## src/hw/rtl/murmur64a_hash_fold_top_assert.svh

```systemverilog
// ----------------------------------------------------------------------------
// murmur64a_hash_fold_top_assert.svh
// Assertion macros shared by the hash fold RTL. They expand to nothing under
// synthesis.
// ----------------------------------------------------------------------------
`ifndef MURMUR64A_HASH_FOLD_TOP_ASSERT_SVH
`define MURMUR64A_HASH_FOLD_TOP_ASSERT_SVH

`ifndef SYNTHESIS
`define MH_ASSERT(lbl, clk, rstn, prop) \
  lbl: assert property (@(posedge clk) disable iff (!rstn) (prop)) \
    else $error("%m: check failed");
`define MH_ASSERT_IMP(lbl, clk, rstn, ante, cons) \
  lbl: assert property (@(posedge clk) disable iff (!rstn) (ante) |-> (cons)) \
    else $error("%m: check failed");
`define MH_ASSERT_NXT(lbl, clk, rstn, ante, cons) \
  lbl: assert property (@(posedge clk) disable iff (!rstn) (ante) |=> (cons)) \
    else $error("%m: check failed");
`else
`define MH_ASSERT(lbl, clk, rstn, prop)
`define MH_ASSERT_IMP(lbl, clk, rstn, ante, cons)
`define MH_ASSERT_NXT(lbl, clk, rstn, ante, cons)
`endif

`endif

```

## src/hw/rtl/mh64f_pkg.sv

```systemverilog
`timescale 1ns / 1ps
// ----------------------------------------------------------------------------
// mh64f_pkg
// Shared constants and types of the MurmurHash64A fold block.
// ----------------------------------------------------------------------------
package mh64f_pkg;

  localparam logic [63:0] MIX_MUL   = 64'hc6a4a7935bd1e995;
  localparam logic [31:0] MIX_MUL_LO = MIX_MUL[31:0];
  localparam logic [31:0] MIX_MUL_HI = MIX_MUL[63:32];
  localparam int unsigned MIX_SHIFT = 47;

  localparam int unsigned QDEPTH = 2;
  localparam int unsigned QPTR_W = $clog2(QDEPTH);
  localparam int unsigned QCNT_W = QPTR_W + 1;

  localparam logic CFG_SEED      = 1'b0;
  localparam logic CFG_HASH_BITS = 1'b1;

  typedef struct packed {
    logic        first;
    logic        last;
    logic        full;
    logic        tail;
    logic        force_odd;
    logic [63:0] word;
    logic [31:0] key_length;
  } entry_t;

  typedef struct packed {
    logic        vld;
    logic [63:0] a;
  } mul_req_t;

  typedef struct packed {
    logic        vld;
    logic [63:0] p;
  } mul_rsp_t;

endpackage

```

## src/hw/rtl/murmur64a_hash_fold_top.sv

```systemverilog
`timescale 1ns / 1ps
// ----------------------------------------------------------------------------
// murmur64a_hash_fold_top
// MurmurHash64A over streamed 64-bit key words, xor-folded to hash_bits bits.
// ----------------------------------------------------------------------------
// One item is one key word; a word flagged tuser starts a key and seeds the
// hash from seed and key_length, a word flagged tlast finalizes it and yields
// one folded result. Items are held in a two-entry queue while a sequencer
// works through them on one shared two-stage 64-bit multiplier, so the time
// per word is set by its multiplies. A key start adds one multiply, a full
// word three, a tail word one, an empty word none; a last word adds one more
// multiply, then the xor fold and the load of the output register.
module murmur64a_hash_fold_top (
  input  logic         clk_i,
  input  logic         rst_ni,
  input  logic         cfg_we_i,
  input  logic         cfg_idx_i,
  input  logic [31:0]  cfg_data_i,
  input  logic         s_axis_tvalid,
  output logic         s_axis_tready,
  // key_word[63:0], valid_bytes[67:64], key_length[99:68], force_odd[100]
  input  logic [103:0] s_axis_tdata,
  input  logic         s_axis_tlast,
  // first_word[0]
  input  logic         s_axis_tuser,
  output logic         m_axis_tvalid,
  input  logic         m_axis_tready,
  // hash_value[62:0]
  output logic [63:0]  m_axis_tdata
);
  import mh64f_pkg::*;

  logic [31:0] seed_q;
  logic [5:0]  hash_bits_q;
  logic        push;
  entry_t      push_data;
  logic        q_full;
  logic        q_valid;
  entry_t      q_data;
  logic        q_pop;
  mul_req_t    mreq;
  mul_rsp_t    mrsp;
  logic [62:0] hash;

  always_ff @(posedge clk_i or negedge rst_ni) begin
    if (!rst_ni) begin
      seed_q      <= 32'd13;
      hash_bits_q <= 6'd16;
    end else if (cfg_we_i) begin
      case (cfg_idx_i)
        CFG_SEED:      seed_q      <= cfg_data_i;
        CFG_HASH_BITS: hash_bits_q <= cfg_data_i[5:0];
        default: begin
          seed_q <= seed_q;
        end
      endcase
    end
  end

  mh64f_front u_front (
    .s_axis_tvalid (s_axis_tvalid),
    .s_axis_tready (s_axis_tready),
    .s_axis_tdata  (s_axis_tdata),
    .s_axis_tlast  (s_axis_tlast),
    .s_axis_tuser  (s_axis_tuser),
    .q_full_i      (q_full),
    .push_o        (push),
    .push_data_o   (push_data)
  );

  mh64f_queue u_queue (
    .clk_i       (clk_i),
    .rst_ni      (rst_ni),
    .push_i      (push),
    .push_data_i (push_data),
    .full_o      (q_full),
    .valid_o     (q_valid),
    .data_o      (q_data),
    .pop_i       (q_pop)
  );

  mh64f_mul u_mul (
    .clk_i  (clk_i),
    .rst_ni (rst_ni),
    .req_i  (mreq),
    .rsp_o  (mrsp)
  );

  mh64f_back u_back (
    .clk_i       (clk_i),
    .rst_ni      (rst_ni),
    .seed_i      (seed_q),
    .hash_bits_i (hash_bits_q),
    .q_valid_i   (q_valid),
    .q_data_i    (q_data),
    .q_pop_o     (q_pop),
    .mreq_o      (mreq),
    .mrsp_i      (mrsp),
    .m_tvalid_o  (m_axis_tvalid),
    .m_tready_i  (m_axis_tready),
    .hash_o      (hash)
  );

  assign m_axis_tdata = {1'b0, hash};

endmodule

```

## src/hw/rtl/mh64f_front.sv

```systemverilog
`timescale 1ns / 1ps
// ----------------------------------------------------------------------------
// mh64f_front
// Accepts key words and classifies them as full, tail or empty words.
// ----------------------------------------------------------------------------
module mh64f_front (
  input  logic              s_axis_tvalid,
  output logic              s_axis_tready,
  input  logic [103:0]      s_axis_tdata,
  input  logic              s_axis_tlast,
  input  logic              s_axis_tuser,
  input  logic              q_full_i,
  output logic              push_o,
  output mh64f_pkg::entry_t push_data_o
);
  import mh64f_pkg::*;

  logic [63:0] key_word;
  logic [3:0]  valid_bytes;
  logic [3:0]  nb;
  logic [63:0] byte_mask;

  assign key_word    = s_axis_tdata[63:0];
  assign valid_bytes = s_axis_tdata[67:64];
  assign nb          = (valid_bytes > 4'd8) ? 4'd8 : valid_bytes;

  always_comb begin
    for (int i = 0; i < 8; i++) begin
      byte_mask[8*i +: 8] = (4'(i) < nb) ? 8'hff : 8'h00;
    end
  end

  assign s_axis_tready = !q_full_i;
  assign push_o        = s_axis_tvalid && !q_full_i;

  always_comb begin
    push_data_o.first      = s_axis_tuser;
    push_data_o.last       = s_axis_tlast;
    push_data_o.full       = (nb == 4'd8);
    push_data_o.tail       = (nb != 4'd8) && (nb != 4'd0);
    push_data_o.force_odd  = s_axis_tdata[100];
    push_data_o.word       = key_word & byte_mask;
    push_data_o.key_length = s_axis_tdata[99:68];
  end

endmodule

```

## src/hw/rtl/mh64f_queue.sv

```systemverilog
`timescale 1ns / 1ps
`include "murmur64a_hash_fold_top_assert.svh"
// ----------------------------------------------------------------------------
// mh64f_queue
// Short FIFO of classified items between the front and the back.
// ----------------------------------------------------------------------------
module mh64f_queue (
  input  logic              clk_i,
  input  logic              rst_ni,
  input  logic              push_i,
  input  mh64f_pkg::entry_t push_data_i,
  output logic              full_o,
  output logic              valid_o,
  output mh64f_pkg::entry_t data_o,
  input  logic              pop_i
);
  import mh64f_pkg::*;

  entry_t              mem_q [QDEPTH];
  logic [QPTR_W-1:0]   wr_ptr_q, wr_ptr_d;
  logic [QPTR_W-1:0]   rd_ptr_q, rd_ptr_d;
  logic [QCNT_W-1:0]   cnt_q, cnt_d;

  assign full_o  = (cnt_q == QCNT_W'(QDEPTH));
  assign valid_o = (cnt_q != '0);
  assign data_o  = mem_q[rd_ptr_q];

  always_comb begin
    wr_ptr_d = push_i ? wr_ptr_q + 1'b1 : wr_ptr_q;
    rd_ptr_d = pop_i  ? rd_ptr_q + 1'b1 : rd_ptr_q;
    cnt_d    = cnt_q + QCNT_W'(push_i) - QCNT_W'(pop_i);
  end

  always_ff @(posedge clk_i) begin
    if (push_i) begin
      mem_q[wr_ptr_q] <= push_data_i;
    end
  end

  always_ff @(posedge clk_i or negedge rst_ni) begin
    if (!rst_ni) begin
      wr_ptr_q <= '0;
      rd_ptr_q <= '0;
      cnt_q    <= '0;
    end else begin
      wr_ptr_q <= wr_ptr_d;
      rd_ptr_q <= rd_ptr_d;
      cnt_q    <= cnt_d;
    end
  end

  `MH_ASSERT(a_cnt_bound, clk_i, rst_ni, cnt_q <= QCNT_W'(QDEPTH))
  `MH_ASSERT_IMP(a_pop_nonempty, clk_i, rst_ni, pop_i, cnt_q != '0)
  `MH_ASSERT_IMP(a_push_room, clk_i, rst_ni, push_i, cnt_q != QCNT_W'(QDEPTH))

endmodule

```

## src/hw/rtl/mh64f_mul.sv

```systemverilog
`timescale 1ns / 1ps
// ----------------------------------------------------------------------------
// mh64f_mul
// Two-stage 64-bit multiply by the mixing constant, low 64 bits kept.
// ----------------------------------------------------------------------------
module mh64f_mul (
  input  logic                clk_i,
  input  logic                rst_ni,
  input  mh64f_pkg::mul_req_t req_i,
  output mh64f_pkg::mul_rsp_t rsp_o
);
  import mh64f_pkg::*;

  logic [63:0] pp0;
  logic [31:0] pp1;
  logic [31:0] pp2;
  logic [63:0] pp0_q;
  logic [31:0] pp1_q;
  logic [31:0] pp2_q;
  logic [63:0] p_q;
  logic        v1_q;
  logic        v2_q;

  assign pp0 = {32'd0, req_i.a[31:0]} * {32'd0, MIX_MUL_LO};
  assign pp1 = req_i.a[31:0]  * MIX_MUL_HI;
  assign pp2 = req_i.a[63:32] * MIX_MUL_LO;

  always_ff @(posedge clk_i) begin
    pp0_q <= pp0;
    pp1_q <= pp1;
    pp2_q <= pp2;
    p_q   <= pp0_q + {pp1_q + pp2_q, 32'd0};
  end

  always_ff @(posedge clk_i or negedge rst_ni) begin
    if (!rst_ni) begin
      v1_q <= 1'b0;
      v2_q <= 1'b0;
    end else begin
      v1_q <= req_i.vld;
      v2_q <= v1_q;
    end
  end

  assign rsp_o.vld = v2_q;
  assign rsp_o.p   = p_q;

endmodule

```

## src/hw/rtl/mh64f_back.sv

```systemverilog
`timescale 1ns / 1ps
`include "murmur64a_hash_fold_top_assert.svh"
// ----------------------------------------------------------------------------
// mh64f_back
// Sequences seeding, word mixing, finalization and folding of each item.
// ----------------------------------------------------------------------------
module mh64f_back (
  input  logic                clk_i,
  input  logic                rst_ni,
  input  logic [31:0]         seed_i,
  input  logic [5:0]          hash_bits_i,
  input  logic                q_valid_i,
  input  mh64f_pkg::entry_t   q_data_i,
  output logic                q_pop_o,
  output mh64f_pkg::mul_req_t mreq_o,
  input  mh64f_pkg::mul_rsp_t mrsp_i,
  output logic                m_tvalid_o,
  input  logic                m_tready_i,
  output logic [62:0]         hash_o
);
  import mh64f_pkg::*;

  localparam logic [3:0] S_IDLE = 4'd0;
  localparam logic [3:0] S_SEED = 4'd1;
  localparam logic [3:0] S_BODY = 4'd2;
  localparam logic [3:0] S_KA   = 4'd3;
  localparam logic [3:0] S_KB   = 4'd4;
  localparam logic [3:0] S_HM   = 4'd5;
  localparam logic [3:0] S_LAST = 4'd6;
  localparam logic [3:0] S_FM   = 4'd7;
  localparam logic [3:0] S_FOLD = 4'd8;
  localparam logic [3:0] S_EMIT = 4'd9;

  logic [3:0]   st_q, st_d;
  entry_t       op_q, op_d;
  logic [63:0]  h_q, h_d;
  logic [63:0]  j_q, j_d;
  logic [6:0]   sh_q, sh_d;
  logic         ovld_q, ovld_d;
  logic [62:0]  odata_q, odata_d;
  logic [63:0]  p_mix;
  logic [63:0]  h_asr;
  logic [62:0]  res_mask;
  logic         emit_fire;

  assign p_mix    = mrsp_i.p ^ (mrsp_i.p >> MIX_SHIFT);
  assign h_asr    = $unsigned($signed(h_q) >>> sh_q[5:0]);
  assign res_mask = ~({63{1'b1}} << hash_bits_i);
  assign emit_fire = (st_q == S_EMIT) && (!ovld_q || m_tready_i);

  always_comb begin
    st_d       = st_q;
    op_d       = op_q;
    h_d        = h_q;
    j_d        = j_q;
    sh_d       = sh_q;
    ovld_d     = ovld_q && !m_tready_i;
    odata_d    = odata_q;
    q_pop_o    = 1'b0;
    mreq_o.vld = 1'b0;
    mreq_o.a   = '0;
    case (st_q)
      S_IDLE: begin
        if (q_valid_i) begin
          q_pop_o = 1'b1;
          op_d    = q_data_i;
          if (q_data_i.first) begin
            mreq_o.vld = 1'b1;
            mreq_o.a   = {32'd0, q_data_i.key_length};
            st_d       = S_SEED;
          end else begin
            st_d = S_BODY;
          end
        end
      end
      S_SEED: begin
        if (mrsp_i.vld) begin
          h_d  = {32'd0, seed_i} ^ mrsp_i.p;
          st_d = S_BODY;
        end
      end
      S_BODY: begin
        if (op_q.full) begin
          mreq_o.vld = 1'b1;
          mreq_o.a   = op_q.word;
          st_d       = S_KA;
        end else if (op_q.tail) begin
          mreq_o.vld = 1'b1;
          mreq_o.a   = h_q ^ op_q.word;
          st_d       = S_HM;
        end else begin
          st_d = S_LAST;
        end
      end
      S_KA: begin
        if (mrsp_i.vld) begin
          mreq_o.vld = 1'b1;
          mreq_o.a   = p_mix;
          st_d       = S_KB;
        end
      end
      S_KB: begin
        if (mrsp_i.vld) begin
          mreq_o.vld = 1'b1;
          mreq_o.a   = h_q ^ mrsp_i.p;
          st_d       = S_HM;
        end
      end
      S_HM: begin
        if (mrsp_i.vld) begin
          h_d  = mrsp_i.p;
          st_d = S_LAST;
        end
      end
      S_LAST: begin
        if (op_q.last) begin
          mreq_o.vld = 1'b1;
          mreq_o.a   = h_q ^ (h_q >> MIX_SHIFT);
          st_d       = S_FM;
        end else begin
          st_d = S_IDLE;
        end
      end
      S_FM: begin
        if (mrsp_i.vld) begin
          h_d  = p_mix;
          j_d  = (hash_bits_i == 6'd0) ? 64'd0 : p_mix;
          sh_d = {1'b0, hash_bits_i};
          st_d = S_FOLD;
        end
      end
      S_FOLD: begin
        if (sh_q[6] || (hash_bits_i == 6'd0)) begin
          st_d = S_EMIT;
        end else begin
          j_d  = j_q ^ h_asr;
          sh_d = sh_q + {1'b0, hash_bits_i};
        end
      end
      S_EMIT: begin
        if (emit_fire) begin
          ovld_d  = 1'b1;
          odata_d = (j_q[62:0] & res_mask) | {62'd0, op_q.force_odd};
          st_d    = S_IDLE;
        end
      end
      default: begin
        st_d = S_IDLE;
      end
    endcase
  end

  always_ff @(posedge clk_i) begin
    op_q    <= op_d;
    j_q     <= j_d;
    sh_q    <= sh_d;
    odata_q <= odata_d;
  end

  always_ff @(posedge clk_i or negedge rst_ni) begin
    if (!rst_ni) begin
      st_q   <= S_IDLE;
      h_q    <= '0;
      ovld_q <= 1'b0;
    end else begin
      st_q   <= st_d;
      h_q    <= h_d;
      ovld_q <= ovld_d;
    end
  end

  assign m_tvalid_o = ovld_q;
  assign hash_o     = odata_q;

  `MH_ASSERT_IMP(a_rsp_in_wait, clk_i, rst_ni, mrsp_i.vld,
                 st_q == S_SEED || st_q == S_KA || st_q == S_KB || st_q == S_HM || st_q == S_FM)
  `MH_ASSERT_NXT(a_one_in_flight, clk_i, rst_ni, mreq_o.vld, !mrsp_i.vld)
  `MH_ASSERT_NXT(a_emit_lands, clk_i, rst_ni, emit_fire, m_tvalid_o && st_q == S_IDLE)

endmodule

```

## config.mk

```make
export PLATFORM = sky130hd
export DESIGN_NAME = murmur64a_hash_fold_top
export DESIGN_NICKNAME = d
export VERILOG_FILES = /design/src/hw/rtl/mh64f_pkg.sv /design/src/hw/rtl/murmur64a_hash_fold_top.sv /design/src/hw/rtl/mh64f_front.sv /design/src/hw/rtl/mh64f_queue.sv /design/src/hw/rtl/mh64f_mul.sv /design/src/hw/rtl/mh64f_back.sv
export VERILOG_INCLUDE_DIRS = /design/src /design/src/hw/rtl
export SDC_FILE = /design/constraint.sdc
export NUM_CORES = 2
export LEC_CHECK = 0
export BUFFER_PORTS_ARGS = -buffer_cell sky130_fd_sc_hd__buf_4
export CAP_MARGIN = 20
export CORE_ASPECT_RATIO = 1.25
export CORE_MARGIN = 2
export CORE_UTILIZATION = 38
export CTS_CLUSTER_SIZE = 16
export DETAILED_ROUTE_END_ITERATION = 16
export GPL_TIMING_DRIVEN = 0
export PLACE_DENSITY_LB_ADDON = 0.25
export REMOVE_ABC_BUFFERS = 1
export SLEW_MARGIN = 15
export SYNTH_ARGS = -nofsm -noshare
export SYNTH_HDL_FRONTEND = slang
export SYNTH_HIERARCHICAL = 1
export SYNTH_SLANG_ARGS = --single-unit
```

## constraint.sdc

```tcl
create_clock -name clk_i -period 10.6 [get_ports clk_i]
set_input_delay 2.12 -clock clk_i [delete_from_list [all_inputs] [get_ports clk_i]]
set_output_delay 2.12 -clock clk_i [all_outputs]
set_load 0.05 [all_outputs]
```

* Word level (Yosys, flattened, before mapping) *
Memories as Yosys holds them, arrays and structs flattened.
Cells that the tools add are included.

word-level totals
  flip-flop bits (word level) = 506
  latch bits = 0
  memory bits (writable) = 202
  bits in read-only memories = 0
  input bits = 144
  output and inout bits = 66
  logic and storage cells = 145
  memories = 1

cells by class
  add/subtract/negate cells = 7
  $mul = 3
  divide/modulo/power cells = 0
  order comparisons = 9
  equal/unequal tests = 21
  shift operators = 2
  muxes and demuxes = 47
  bitwise logic cells = 11
  reductions and logical operators = 22

memory list
  name           words  bits a word  read ports  clocked after memory_dff  write ports  line               source
  u_queue.mem_q  2      101          1           0                         1            mh64f_queue.sv:19  entry_t mem_q [QDEPTH];

operators with widths
  operator                                                                count
  65-bit two-way mux                                                      7
  64-bit two-way mux                                                      6
  65-bit one-hot mux with 5 select lines                                  1
  64-bit one-hot mux with 3 select lines                                  1
  64-bit XOR                                                              3
  64-bit one-hot mux with 2 select lines                                  1
  64-bit by 17-bit XOR with 64-bit output                                 2
  63-bit by 64-bit adder with 64-bit output                               1
  64-bit bitwise AND                                                      1
  32-bit by 31-bit multiplier with 32-bit output (second input constant)  2
  8-bit two-way mux                                                       8
  64-bit by 6-bit >>> shifter with 64-bit output                          1
  32-bit by 64-bit XOR with 64-bit output                                 1
  63-bit bitwise AND                                                      1
  32-bit by 31-bit multiplier with 63-bit output (second input constant)  1
  63-bit inverter                                                         1
  63-bit by 1-bit bitwise OR with 63-bit output                           1
  63-bit by 6-bit << shifter with 63-bit output (first input constant)    1
  4-bit two-way mux                                                       10
  4-bit one-hot mux with 10 select lines                                  1
  32-bit adder                                                            1
  4-bit by 3-bit equality test with 1-bit output (second input constant)  4
  3-bit by 4-bit < comparator with 1-bit output (first input constant)    4
  7-bit two-way mux                                                       2
  other kinds (31)                                                        60

* Longest topological paths before layout *
  depth in word-level cells = 5
  mapped depth = 37
  depth with buffers taken out = 34

* Hierarchy *
Netlist, hierarchy kept.

modules (own cells, without submodules)
  module                   instances  cells an instance  area each (µm²)  seq. area each (µm²)
  mh64f_mul                1          4060               41248.3          3853.7
  mh64f_back               1          2175               20880.0          7762.4
  mh64f_queue              1          329                7810.0           6165.9
  murmur64a_hash_fold_top  1          84                 1596.5           955.9
  mh64f_front              1          115                789.5            0.0

* Least setup slack after synthesis *
No wires, ideal clock.

  kind = register to register
  start = register u_back.st_q[1]
  end = register u_mul.pp0_q[57]
  library setup time = 0.124 ns
  data arrival time = 10.297 ns
  data required time = 10.476 ns
  setup slack = 0.178 ns
  stages on the path, launching flop included = 31
  buffers on the path = 3
  period minus slack after synthesis = 10.422 ns
  cell sequence = dfrtp_1 -> nor2_1 -> and3_1 -> and2_1 -> clkbuf_1 -> clkbuf_1 -> a222oi_1 -> o21ai_0 -> fa_1 -> fa_1 -> inv_1 -> fa_1 -> inv_1 -> fa_1 -> fa_1 -> fa_1 -> fa_1 -> inv_1 -> fa_1 -> inv_1 -> ha_1 -> clkbuf_1 -> a21o_1 -> a21oi_1 -> o221ai_1 -> a31oi_4 -> o21ai_2 -> a221o_2 -> a221o_2 -> a31oi_1 -> xnor2_1

RTL lines
  what                    line               source
  start, declared         mh64f_back.sv:34   logic [3:0] st_q, st_d;
  start signal, assigned  mh64f_back.sv:166  st_q <= st_d;
  end signal, assigned    mh64f_mul.sv:29    pp0_q <= pp0;
  end, declared           mh64f_mul.sv:17    logic [63:0] pp0_q;

==> impl_metrics.yaml <==
drt:
  via_per_inst: 5.487
  drt_iter0_markers: 4334
  num_vias: 51930
  wl_um: 260300
  drc: 0
  first_pass_iters: 6
  wire_per_inst_um: 27.51
  antenna_left: 0
sta:
  period_share_pct: 97.85
  fin_worst_skew_ns: 0.06694
  finalHoldViolations: 0
  fin_crit_ns: 10.37
  setup_viol: 0
  grt_setup_unrepaired: "no"
  timing.fmax_mhz: 96.41
  worst_pin_slew_ns: 1.136
  slew-limit-headroom_pct: 24.25
  drv_slew: 0
worst_setup_path:
  cp_top_family: "adder cells"
  slowest_delay_ns: 0.58
  crit_type: "flop to flop"
  crit_required_ns: 11.16
  path_max_fanout: 14
  cp.arrival_ns: 10.94
  crit_buf_inv: 7
  crit_path_frequent_cell: "fa_1"
  critical_path.endpoint_type: "flop"
  critPathSlowestCell: "dfrtp_4"
  critPathLaunchType: "flop"
layout:
  finalNonFillerCells: 9463
  area_growth_pct: 11.36
  nets: 8649
  drive_gt1_share_pct: 12.36
  fillers: 18120
  final_core_util_pct: 42.46
yosys:
  synth_compound_area_share_pct: 10.35
  muxShareOfSynthArea_pct: 7.207
  syn_inst: 6763
  ys_warn_count: 6
  synth_top_family_by_area: "adder cells"
  syn_area_per_cell_um2: 10.69
  syn-cell-area_um2: 72320
  async_reset_ff_share_pct: 16.01
  synth_area_leader_cell: "fa_1"
  synthAdderAreaFrac_pct: 36.42
  synth_area_leaders: "fa_1 21%, edfxtp_1 17%, ha_1 15%"
  synth_simple_gate_area_share_pct: 6.458
  yosysSeqAreaShare_pct: 25.91
  synth_edf_count: 403
  synth_xor_area_share_pct: 4.840
  synthDominantCellAreaShare_pct: 21.18
  synth_ff_type: "edfxtp_1"
  synth.distinct_cells: 109
  ys_ff_latch: 706
floorplanning:
  die_y_um: 491.8
  num_rows: 179
  ios: 210
  dieWidth_um: 394.2
  dieArea_um2: 193900
  start_util_pct: 38.13
  core_area_um2: 189700
place:
  place.gp.congestion: 1.058
  io_buffers: 205
  placed_cells: 9290
  place_hpwl_um: 214300
clock_tree:
  clock-root-buffer: "clkbuf_16"
  clock_latency_ns: 0.71
  clk_pin_slew_worst_paths_ns: 0.06
  cts.sinks: 706
  htreeDepth: 3
  clockBufferDepth: 3
  cts_hold_buf: 0
  cts_buffers: 79
  cts_tree: "yes"
global_route:
  track_usage_pct: 26.76
  grt.overflow.total: 0
  grt_pass1_vias: 54310
  grt_max_degree: 76
  grt_pass1_wl_um: 376200
  antenna_found_initial: 7
job:
  timing.max_cap.violations: 0
worst_hold_path:
  min_path_type: "flop to flop"
outcome:
  outcome: "finished, final reports clean"
cell families after synthesis:
group,after synthesis
compound gates,1120
xor+xnor,398
fa+ha+maj,1646
buf+inv,1571
flops,706
mux,344
other cells,1
simple gates,977
layout make-up:
class                   instances  area, um^2  share of cell area [%]
diodes                          3       7.507                0.009321
clock buffers                  95        2087                   2.591
clock inverters                53       578.1                  0.7177
inverters                    1257        4721                   5.862
multi-input cells            4487       47580                   59.07
flip-flops and latches        706       18750                   23.28
well taps                    2534        3171                   3.937
repair buffers                328        3649                   4.530
layer usage:
metal  wire [um]  up-vias  track usage (%)
li1            -    22890                -
met1      100700    26370            32.53
met2      125200     2082            45.10
met3       15860      585            3.823
met4       18490        6            15.86
met5          36        -                0
final timing paths:
path / from / end / slack, ns / cells past startpoint
min in group asynchronous: rst_ni / seed_q[30] / 1.35 / 1
max reg2reg: u_back/st_q[1] / u_mul/pp0_q[55] / 0.23 / 32
min: u_mul/pp0_q[22] / u_mul/p_q[22] / 0.30 / 0
min reg2reg: u_mul/pp0_q[22] / u_mul/p_q[22] / 0.30 / 0
max: u_back/st_q[1] / u_mul/pp0_q[55] / 0.23 / 32
max in group asynchronous: rst_ni / u_back/h_q[63] / 8.46 / 2
cells in the mapped netlist (64+ instances only):
library cell	instances
mux2i_1	64
inv_1	1254
nor2b_1	97
mux2_2	82
a21o_1	94
mux4_2	84
edfxtp_1	403
xor2_1	125
nand2b_1	77
nand2_1	423
clkbuf_1	191
dfxtp_1	190
mux2_4	110
xnor2_1	272
o21ai_0	302
dfrtp_1	109
nor2_1	133
fa_1	765
ha_1	881
a21oi_1	234
state kept, by name (all words and copies together) (netlist names):
| name | cells |
|---|---|
| u_mul/v2_q | 1 |
| u_queue/rd_ptr_q | 1 |
| u_back/st_q | 4 |
| u_back/hash_o | 63 |
| u_back/m_tvalid_o | 1 |
| u_mul/pp1_q | 32 |
| seed_q | 32 |
| u_mul/v1_q | 1 |
| u_queue/mem_q | 202 |
| u_mul/p_q | 64 |
| u_mul/pp2_q | 32 |
| u_back/sh_q | 7 |
| u_mul/pp0_q | 62 |
| u_queue/cnt_q | 2 |
| u_back/j_q | 63 |
| u_back/h_q | 64 |
| u_queue/wr_ptr_q | 1 |
| u_back/op_q | 68 |
| hash_bits_q | 6 |
metrics by stage:
stage	hold WS, ns	setup TNS (ns)	cell area (um^2)	setup WS, ns
floorplan	0.3096	-140.21	70670	-3.062
global placement	0.3101	-1381.17	75380	-14.95
detailed placement	0.3121	-30.68	77550	-1.804
CTS	0.3078	0	80320	0.006946
global route	0.3190	0	80530	0.009245
finish	0.3036	0	80540	0.2275
timing repair:
action / CTS / global route
pin swaps: 2 / 6
gates resized for setup: 12 / 9
endpoints found under the setup margin: 39 / 9
cloned: 0 / 1
buffers inserted: 6 / 13
hold endpoints to repair: 0 / 0
cells in the final DEF, fill, tap and decap left out, types with 30 or more instances in the layout:
cell type / Yosys / layout
a21o_1: 94 / 94
a21oi_1: 234 / 232
a222oi_1: 36 / 36
a22oi_1: 51 / 51
and3_1: 54 / 52
buf_16: 0 / 30
buf_4: 52 / 226
buf_8: 0 / 36
clkbuf_16: 0 / 79
dfrtp_1: 109 / 105
dfxtp_1: 190 / 190
edfxtp_1: 403 / 403
fa_1: 765 / 765
ha_1: 881 / 880
inv_1: 1254 / 1254
mux2_2: 82 / 82
mux2_4: 110 / 110
mux2i_1: 64 / 64
mux4_2: 84 / 84
nand2_1: 423 / 411
nand2b_1: 77 / 77
nand3_1: 60 / 58
nor2_1: 133 / 129
nor2b_1: 97 / 94
nor3_1: 39 / 37
o21a_1: 33 / 33
o21ai_0: 302 / 290
o22ai_1: 30 / 30
xnor2_1: 272 / 272
xor2_1: 125 / 125
Power is not shown: default switching activity piles up to over one toggle a cycle in this logic, so the estimate is an artifact.
